<file path="src/design/grc_pkg.sv">
package grc_pkg;

   localparam int MAP_BITS   = 6;
   localparam int MAP_DIM    = 1 << MAP_BITS;
   localparam int TEX_BITS   = 6;
   localparam int MAX_STEPS  = 128;
   localparam int STEP_BITS  = 8;
   localparam int POS_W      = 16;
   localparam int FRAC_W     = 10;
   localparam int RD_W       = 28;
   localparam int D_W        = 27;
   localparam int AX_W       = 18;
   localparam int CAM_W      = 27;
   localparam int MUL_W      = 29;
   localparam int PROD_W     = 2 * MUL_W;
   localparam int DIVN_W     = 48;
   localparam int DIVD_W     = 27;
   localparam int DIV_CNT_W  = 6;
   localparam int SIZE_W     = 11;
   localparam int CSR_IDX_W  = 3;
   localparam int CSR_DATA_W = 16;
   localparam int CODE_W     = 4;
   localparam int COL_W      = 10;
   localparam int OUT_W      = 16;

   localparam logic [CSR_IDX_W-1:0] CSR_POS_X    = 3'd0;
   localparam logic [CSR_IDX_W-1:0] CSR_POS_Y    = 3'd1;
   localparam logic [CSR_IDX_W-1:0] CSR_DIR_X    = 3'd2;
   localparam logic [CSR_IDX_W-1:0] CSR_DIR_Y    = 3'd3;
   localparam logic [CSR_IDX_W-1:0] CSR_PLANE_X  = 3'd4;
   localparam logic [CSR_IDX_W-1:0] CSR_PLANE_Y  = 3'd5;
   localparam logic [CSR_IDX_W-1:0] CSR_SCREEN_W = 3'd6;
   localparam logic [CSR_IDX_W-1:0] CSR_SCREEN_H = 3'd7;

   localparam logic FUNC_MAP_WR = 1'b0;
   localparam logic FUNC_CAST   = 1'b1;

   typedef enum logic [4:0] {
      ST_IDLE, ST_CAM_GO, ST_CAM_WAIT, ST_RAY_MUL, ST_RAY_SUM, ST_DDA_INIT,
      ST_DDA_MUL, ST_DDA_STEP, ST_DDA_CHECK, ST_PERP_GO, ST_PERP_WAIT,
      ST_TEX_MUL, ST_TEX_SUM, ST_TEX_GO, ST_TEX_WAIT, ST_LH_GO, ST_LH_WAIT,
      ST_FINISH
   } state_type;

   typedef enum logic [1:0] {DIV_CAM, DIV_PERP, DIV_TEX, DIV_LH} div_sel_type;
   typedef enum logic [1:0] {MUL_RAY, MUL_DDA, MUL_TEX} mul_sel_type;

   typedef struct packed {
      logic        map_we;
      logic        load_req;
      logic        div_start;
      div_sel_type div_sel;
      mul_sel_type mul_sel;
      logic        cam_load;
      logic        ray_load;
      logic        dda_init;
      logic        dda_step;
      logic        dda_hit;
      logic        perp_load;
      logic        perp_sat;
      logic        tsum_load;
      logic        tex_load;
      logic        lh_load;
      logic        lh_max;
      logic        res_load;
   } cmd_type;

   typedef struct packed {
      logic div_done;
      logic oob;
      logic code_nz;
      logic steps_done;
      logic d_zero;
      logic perp_zero;
      logic rsp_free;
   } status_type;

   function automatic logic [SIZE_W-1:0] clamp_size(input logic [SIZE_W-1:0] v);
      logic [SIZE_W-1:0] r;
      if (v == '0) r = SIZE_W'(1);
      else if (v > SIZE_W'(1024)) r = SIZE_W'(1024);
      else r = v;
      return r;
   endfunction

endpackage

</file>
<file path="src/design/grc_ctrl.sv">
module grc_ctrl
   import grc_pkg::*;
(
   input  logic       clock,
   input  logic       reset,
   input  logic       req_valid,
   input  logic       req_func,
   output logic       req_ready,
   input  status_type status,
   output cmd_type    cmd
);

   state_type state_ff, state_in;

   always_ff @(posedge clock) begin
      if (reset) begin
         state_ff <= ST_IDLE;
      end else begin
         state_ff <= state_in;
      end
   end

   always_comb begin
      state_in    = state_ff;
      cmd         = '0;
      cmd.div_sel = DIV_CAM;
      cmd.mul_sel = MUL_DDA;
      req_ready   = 1'b0;
      case (state_ff)
         ST_IDLE: begin
            req_ready = 1'b1;
            if (req_valid) begin
               if (req_func == FUNC_CAST) begin
                  cmd.load_req = 1'b1;
                  state_in     = ST_CAM_GO;
               end else begin
                  cmd.map_we = 1'b1;
               end
            end
         end
         ST_CAM_GO: begin
            cmd.div_start = 1'b1;
            state_in      = ST_CAM_WAIT;
         end
         ST_CAM_WAIT: begin
            if (status.div_done) begin
               cmd.cam_load = 1'b1;
               state_in     = ST_RAY_MUL;
            end
         end
         ST_RAY_MUL: begin
            cmd.mul_sel = MUL_RAY;
            state_in    = ST_RAY_SUM;
         end
         ST_RAY_SUM: begin
            cmd.ray_load = 1'b1;
            state_in     = ST_DDA_INIT;
         end
         ST_DDA_INIT: begin
            cmd.dda_init = 1'b1;
            state_in     = ST_DDA_MUL;
         end
         ST_DDA_MUL: begin
            state_in = ST_DDA_STEP;
         end
         ST_DDA_STEP: begin
            cmd.dda_step = 1'b1;
            state_in     = ST_DDA_CHECK;
         end
         ST_DDA_CHECK: begin
            if (status.oob) begin
               state_in = ST_FINISH;
            end else if (status.code_nz) begin
               cmd.dda_hit = 1'b1;
               state_in    = ST_PERP_GO;
            end else if (status.steps_done) begin
               state_in = ST_FINISH;
            end else begin
               state_in = ST_DDA_MUL;
            end
         end
         ST_PERP_GO: begin
            cmd.div_sel = DIV_PERP;
            if (status.d_zero) begin
               cmd.perp_sat = 1'b1;
               state_in     = ST_LH_GO;
            end else begin
               cmd.div_start = 1'b1;
               state_in      = ST_PERP_WAIT;
            end
         end
         ST_PERP_WAIT: begin
            if (status.div_done) begin
               cmd.perp_load = 1'b1;
               state_in      = ST_TEX_MUL;
            end
         end
         ST_TEX_MUL: begin
            cmd.mul_sel = MUL_TEX;
            state_in    = ST_TEX_SUM;
         end
         ST_TEX_SUM: begin
            cmd.tsum_load = 1'b1;
            state_in      = ST_TEX_GO;
         end
         ST_TEX_GO: begin
            cmd.div_sel   = DIV_TEX;
            cmd.div_start = 1'b1;
            state_in      = ST_TEX_WAIT;
         end
         ST_TEX_WAIT: begin
            if (status.div_done) begin
               cmd.tex_load = 1'b1;
               state_in     = ST_LH_GO;
            end
         end
         ST_LH_GO: begin
            cmd.div_sel = DIV_LH;
            if (status.perp_zero) begin
               cmd.lh_max = 1'b1;
               state_in   = ST_FINISH;
            end else begin
               cmd.div_start = 1'b1;
               state_in      = ST_LH_WAIT;
            end
         end
         ST_LH_WAIT: begin
            if (status.div_done) begin
               cmd.lh_load = 1'b1;
               state_in    = ST_FINISH;
            end
         end
         ST_FINISH: begin
            if (status.rsp_free) begin
               cmd.res_load = 1'b1;
               state_in     = ST_IDLE;
            end
         end
         default: begin
            state_in = ST_IDLE;
         end
      endcase
   end

endmodule

</file>
<file path="config.mk">
export PLATFORM = sky130hd
export DESIGN_NAME = grc_ctrl
export DESIGN_NICKNAME = d
export VERILOG_FILES = /design/src/design/grc_pkg.sv /design/src/design/grc_ctrl.sv
export SDC_FILE = /design/constraint.sdc
export NUM_CORES = 1
export LEC_CHECK = 0
export BUFFER_PORTS_ARGS = -buffer_cell sky130_fd_sc_hd__buf_2
export CAP_MARGIN = 20
export CORE_UTILIZATION = 43
export CTS_BUF_LIST = sky130_fd_sc_hd__clkbuf_16
export DETAILED_ROUTE_END_ITERATION = 8
export PLACE_DENSITY = 0.82
export REMOVE_ABC_BUFFERS = 1
export SLEW_MARGIN = 20
export SYNTH_ARGS = -nofsm -noshare
export SYNTH_HDL_FRONTEND = slang
export SYNTH_SLANG_ARGS = --single-unit
</file>
<file path="constraint.sdc">
create_clock -name clock -period 1.75 [get_ports clock]
set_input_delay 0.175 -clock clock [delete_from_list [all_inputs] [get_ports clock]]
set_output_delay 0.175 -clock clock [all_outputs]
set_load 0.01 [all_outputs]
</file>
==> impl_metrics.py, run 1 <==
metrics = {
    "placed_design": {
        "place.gp.congestion": 0.8724,
        "place_ws_ns": 0.2344,
        "port_buffers": 30,
        "dp_hpwl_um": 1161,
    },
    "logic_synthesis": {
        "syn_area_um2": 600.6,
        "synth_edf_count": 0,
        "ys_seq_area_share_pct": 16.67,
        "async_reset_ff_share_pct": 0,
        "synthCells": 94,
        "syn_avg_cell_area_um2": 6.389,
        "synth_seq_cells": 5,
        "synth_ff_type": "dfxtp_1",
        "synth_cell_types": 34,
        "yosysWarnings": 0,
    },
    "worst_setup_path": {
        "r2r_start": "state_ff[0]$_SDFFE_PP0P_",
        "critPathRequiredTime_ns": 1.57,
        "ff2ff_setup_slack_ns": 0.24,
        "crit_type": "flip-flop to primary output",
        "worst_setup_path_end_kind": "primary output",
        "reg2reg_depth": 4,
        "reg2reg_to": "state_ff[0]$_SDFFE_PP0P_",
        "cp-start-kind": "flip-flop",
        "cp_max_fo": 16,
        "arrival_ns": 1.50,
    },
    "hold_path": {
        "hold_path_end": "state_ff[1]$_SDFFE_PP0P_",
        "worstHoldPathCells": 2,
        "hold_class": "input port to flip-flop",
        "min_from": "reset",
    },
    "sta": {
        "rsz0062_at_grt": "false",
        "fin_worst_skew_ns": 0.0009058,
        "setup_tns_ns": 0,
        "maxSlewViolCount": 0,
        "hold_viol": 0,
        "relSlewSlack_pct": 64.75,
        "min_period_over_period_pct": 95.74,
        "fmax_ghz": 0.5969,
        "worst_slew_pin_slew_ns": 0.5281,
        "setup_slack_ns": 0.07459,
        "fin_crit_ns": 1.675,
        "setup_viol": 0,
    },
    "floorplan": {
        "die-height_um": 39.37,
        "io_pins": 31,
        "die_width_um": 39.37,
        "placementRows": 13,
        "die_area_mm2": 0.001550,
        "core_area_mm2": 0.001301,
        "start_util_pct": 46.15,
    },
    "cells_and_area": {
        "area_delta_synth_final_pct": 40.21,
        "final_cell_mix": "30 x buf_2, 14 x nand2_1, 14 x nor2_1",
        "drive_gt1_share_pct": 34.68,
        "antennaDiodeCount": 0,
        "finalNetCount": 136,
        "utilization_pct": 64.71,
        "reg_top3": "state_ff: 5 flops",
        "registers.top_by_ff_count": "state_ff",
        "largest_register_ffs": 5,
        "final_common_cell": "buf_2",
    },
    "grt": {
        "grt.total_usage_pct": 22.61,
        "grt.overflow.total": 0,
        "grt_pass1_vias": 594,
        "grt_max_degree": 18,
        "grt_pass1_wl_um": 2470,
        "antenna_found_initial": 0,
    },
    "power": {
        "power_uw": 1195,
        "p_per_area_mw_per_mm2": 1419,
        "p_leak_uw": 0.0003821,
        "irDropWorstVdd_mv": 0.6500,
    },
    "clock_tree": {
        "cts-hold-fix-buffers": 0,
        "clkLatencyLatePin_ns": 0.22,
        "cts_setup_buffers": 0,
        "clk_path_buf_depth": 2,
        "path_clk_slew_ns": 0.03,
        "cts_tree": "yes",
        "cts.sinks": 5,
        "root_buffer": "clkbuf_16",
        "cts_resized": 1,
        "cts_buffers": 3,
        "h-tree-depth": 1,
    },
    "outcome": {
        "status": "finished, final reports clean",
    },
    "route": {
        "vias": 765,
        "drc": 0,
        "vias_per_cell": 5.504,
        "drtAntennaViolNets": 0,
        "dr.pass1.iters": 4,
        "drt-total-wl_um": 1617,
        "wire_per_inst_um": 11.63,
        "initialDrtViolationCount": 15,
    },
    "run": {
        "drv_cap": 0,
    },
}
-- cells by family (layout without fill, tap and decap cells) --
kind of cell / after synthesis / count (layout) / synth area share (%)
AO/OA/AOI/OAI: 19 / 19 / 23.13
XOR/XNOR: 2 / 2 / 2.917
buffers and inverters: 10 / 40 / 8.958
flip-flops: 5 / 5 / 16.67
AND/OR/NAND/NOR: 58 / 58 / 48.33
-- worst max-delay path by stage --
stage / startpoint / endpoint / slack, ns / cells after the start
2_1_floorplan: state_ff[2]$_SDFFE_PP0P_ / cmd[10] / 0.32 / 3
3_3_place_gp: state_ff[3]$_SDFFE_PP0P_ / state_ff[0]$_SDFFE_PP0P_ / 0.24 / 4
3_5_place_dp: state_ff[1]$_SDFFE_PP0P_ / cmd[17] / 0.23 / 4
4_1_cts: state_ff[2]$_SDFFE_PP0P_ / cmd[4] / 0.03 / 4
5_1_grt: state_ff[0]$_SDFFE_PP0P_ / cmd[17] / 0.007 / 4
6_report: state_ff[0]$_SDFFE_PP0P_ / cmd[17] / 0.07 / 4
-- Yosys cell counts (all sizes together), types with 2 or more instances --
library cell	count	area [µm²]
o211a	2	20.02
or3	2	12.51
dfxtp	5	100.1
or4	2	18.77
a211o	2	17.52
nor2	14	52.55
inv	3	11.26
nor3	7	35.03
nand3	5	25.02
buf	6	38.79
o21ai	5	25.02
nor2b	5	31.28
a21oi	4	23.77
nor4	2	12.51
xnor2	2	17.52
nand2	14	52.55
nand2b	2	12.51
-- per-stage QoR --
stage	cell area, µm²	hold slack, ns	std cells
6_report	842.1	0.1935	139
5_1_grt	842.1	0.2032	139
3_3_place_gp	749.5	0.4267	135
4_1_cts	833.3	0.1948	139
3_5_place_dp	749.5	0.4276	135
2_1_floorplan	558.0	0.2441	87
-- power breakdown --
group / leakage, µW / switching (µW) / internal, µW
Combinational: 0.000298 / 296 / 276
Sequential: 0.0000421 / 106 / 148
Clock: 0.0000423 / 73.3 / 296
-- layout make-up --
class | count | area, µm²
flip-flops and latches | 5 | 103.9
repair buffers | 33 | 172.7
multi-input cells | 79 | 456.7
clock buffers | 3 | 75.07
fillers | 118 | 459.2
well taps | 15 | 18.77
clock inverters | 1 | 3.754
inverters | 3 | 11.26
-- layer usage --
metal	wire [µm]	global-route usage (%)	part of all wire, %
met4	21	8.621	1.3
met2	768	33.75	47
met1	771	32.66	48
met3	56	2.273	3.5
met5	0	0	0
-- worst max-delay path: stages, from the launching register on --
cell,delay [ns]
dfxtp_1,0.64
nor2_1,0.13
and2_1,0.19
and3_1,0.18
buf_2,0.13
(Power assumes the default switching activity.)
==> inputs of run 2 (changes only) <==
BUFFER_PORTS_ARGS = unset   (was -buffer_cell sky130_fd_sc_hd__buf_2)
CORE_AREA = 2 2 39 41   (was unset)
CORE_UTILIZATION = unset   (was 43)
DIE_AREA = 0 0 41 43   (was unset)
DONT_BUFFER_PORTS = 1   (was unset)
PLACE_DENSITY = 0.65   (was 0.82)
==> impl_metrics.py, run 2 (synthesized netlist as in run 1, its figures left out) <==
metrics = {
    "clock_tree": {
        "cts_setup_buffers": 0,
        "cts_tree": "yes",
        "cts_buffers": 3,
        "path_clk_slew_ns": 0.03,
        "cts.sinks": 5,
        "clkLatencyLatePin_ns": 0.23,
        "h-tree-depth": 1,
        "clk_path_buf_depth": 2,
        "root_buffer": "clkbuf_16",
    },
    "worst_setup_path": {
        "arrival_ns": 1.45,
        "worst_setup_path_end_kind": "primary output",
        "ff2ff_setup_slack_ns": 0.27,
        "cp-startpoint": "state_ff[0]$_SDFFE_PP0P_",
        "cp_max_fo": 14,
        "r2r_start": "state_ff[0]$_SDFFE_PP0P_",
        "crit_type": "flip-flop to primary output",
        "cp-start-kind": "flip-flop",
        "critPathRequiredTime_ns": 1.57,
    },
    "run": {
        "drv_cap": 0,
    },
    "floorplan": {
        "die_area_mm2": 0.001763,
        "die-height_um": 43,
        "start_util_pct": 43.40,
        "core_area_mm2": 0.001384,
        "io_pins": 31,
        "die_width_um": 41,
        "placementRows": 14,
    },
    "cells_and_area": {
        "fillCellCount": 149,
        "antennaDiodeCount": 0,
        "largest_register_ffs": 5,
        "final_cell_mix": "14 x nand2_1, 14 x nor2_1",
        "reg_top3": "state_ff: 5 flops",
        "area_delta_synth_final_pct": 17.71,
        "finalNetCount": 108,
        "drive_gt1_share_pct": 14.58,
        "registers.top_by_ff_count": "state_ff",
        "fin_area_um2": 706.9,
    },
    "grt": {
        "grt_pass1_vias": 605,
        "grt.total_usage_pct": 21.31,
        "grt_pass1_wl_um": 2587,
        "antenna_found_initial": 0,
        "grt_max_degree": 18,
        "grt.overflow.total": 0,
    },
    "placed_design": {
        "port_buffers": 0,
        "dp_hpwl_um": 1275,
        "place.gp.congestion": 0.7858,
        "place_area_um2": 615.6,
    },
    "sta": {
        "rsz0062_at_grt": "false",
        "relSlewSlack_pct": 67.54,
        "worst_slew_pin_slew_ns": 0.4862,
        "min_period_over_period_pct": 93.13,
        "fin_worst_skew_ns": 0.0002671,
        "fmax_ghz": 0.6136,
        "setup_viol": 0,
        "setup_tns_ns": 0,
        "hold_viol": 0,
        "fin_crit_ns": 1.630,
        "maxSlewViolCount": 0,
    },
    "power": {
        "power_uw": 1166,
        "p_leak_uw": 0.0002501,
        "p_per_area_mw_per_mm2": 1650,
        "irDropWorstVdd_mv": 0.7222,
    },
    "outcome": {
        "status": "finished, final reports clean",
    },
    "route": {
        "initialDrtViolationCount": 22,
        "dr.pass1.iters": 4,
        "drtAntennaViolNets": 0,
        "wire_per_inst_um": 15.53,
        "vias_per_cell": 6.286,
        "drc": 0,
        "vias": 704,
        "drt-total-wl_um": 1739,
    },
    "hold_path": {
        "min_from": "reset",
        "hold_class": "input port to flip-flop",
    },
}
-- run 2: changes by cell type in the layout (fill, tap and decap cells not counted), sizes merged --
cell / change
buf: -28
-- run 2: cell type report --
class                   instances  area, µm²  area share, %
inverters                       3      11.26          1.593
clock inverters                 1      3.754         0.5310
well taps                      16      20.02          2.832
clock buffers                   3      75.07          10.62
multi-input cells              79      456.7          64.60
repair buffers                  5      37.54          5.310
flip-flops and latches          5      102.6          14.51
-- run 2: critical path, stage by stage, from the launching register on --
cell,delay [ns]
dfxtp_1,0.61
nand2_1,0.19
nor4_1,0.25
buf_4,0.17
-- run 2: worst paths after layout --
check        depth (start not counted)                       end
max                                  3                    cmd[5]
min                                  1  state_ff[1]$_SDFFE_PP0P_
max reg2reg                          5  state_ff[4]$_SDFFE_PP0P_
min reg2reg                          2  state_ff[3]$_SDFFE_PP0P_
-- run 2: layer usage --
metal	part of all wire [%]	track usage, %	vias up
met1	40	23.87	322
met5	0	0	-
met4	1.6	10.00	0
met2	49	35.63	37
met3	9.7	4.712	3
li1	-	-	342
-- run 2: repair_timing --
action                     4_1_cts  5_1_grt
gates resized for setup          0        4
setup endpoints to repair        0       11
hold buffers                     0        0
-- run 2: metrics by stage --
stage               util, %  hold WS, ns  setup slack, ns  std cells
finish                51.09     0.003260           0.1203        112
global route          51.09     0.004571         0.004676        112
CTS                   50.18     0.009433          0.02498        112
detailed placement    44.48       0.2473           0.1841        108
global placement      44.48       0.2471           0.2535        108
floorplan                 -       0.2441           0.3156         87
-- run 2: power breakdown --
part | total [µW] | leakage, µW | internal (µW) | switching, µW
Clock | 383 | 0.0000423 | 297 | 86.1
Combinational | 541 | 0.000166 | 248 | 293
Sequential | 242 | 0.0000417 | 146 | 96.1
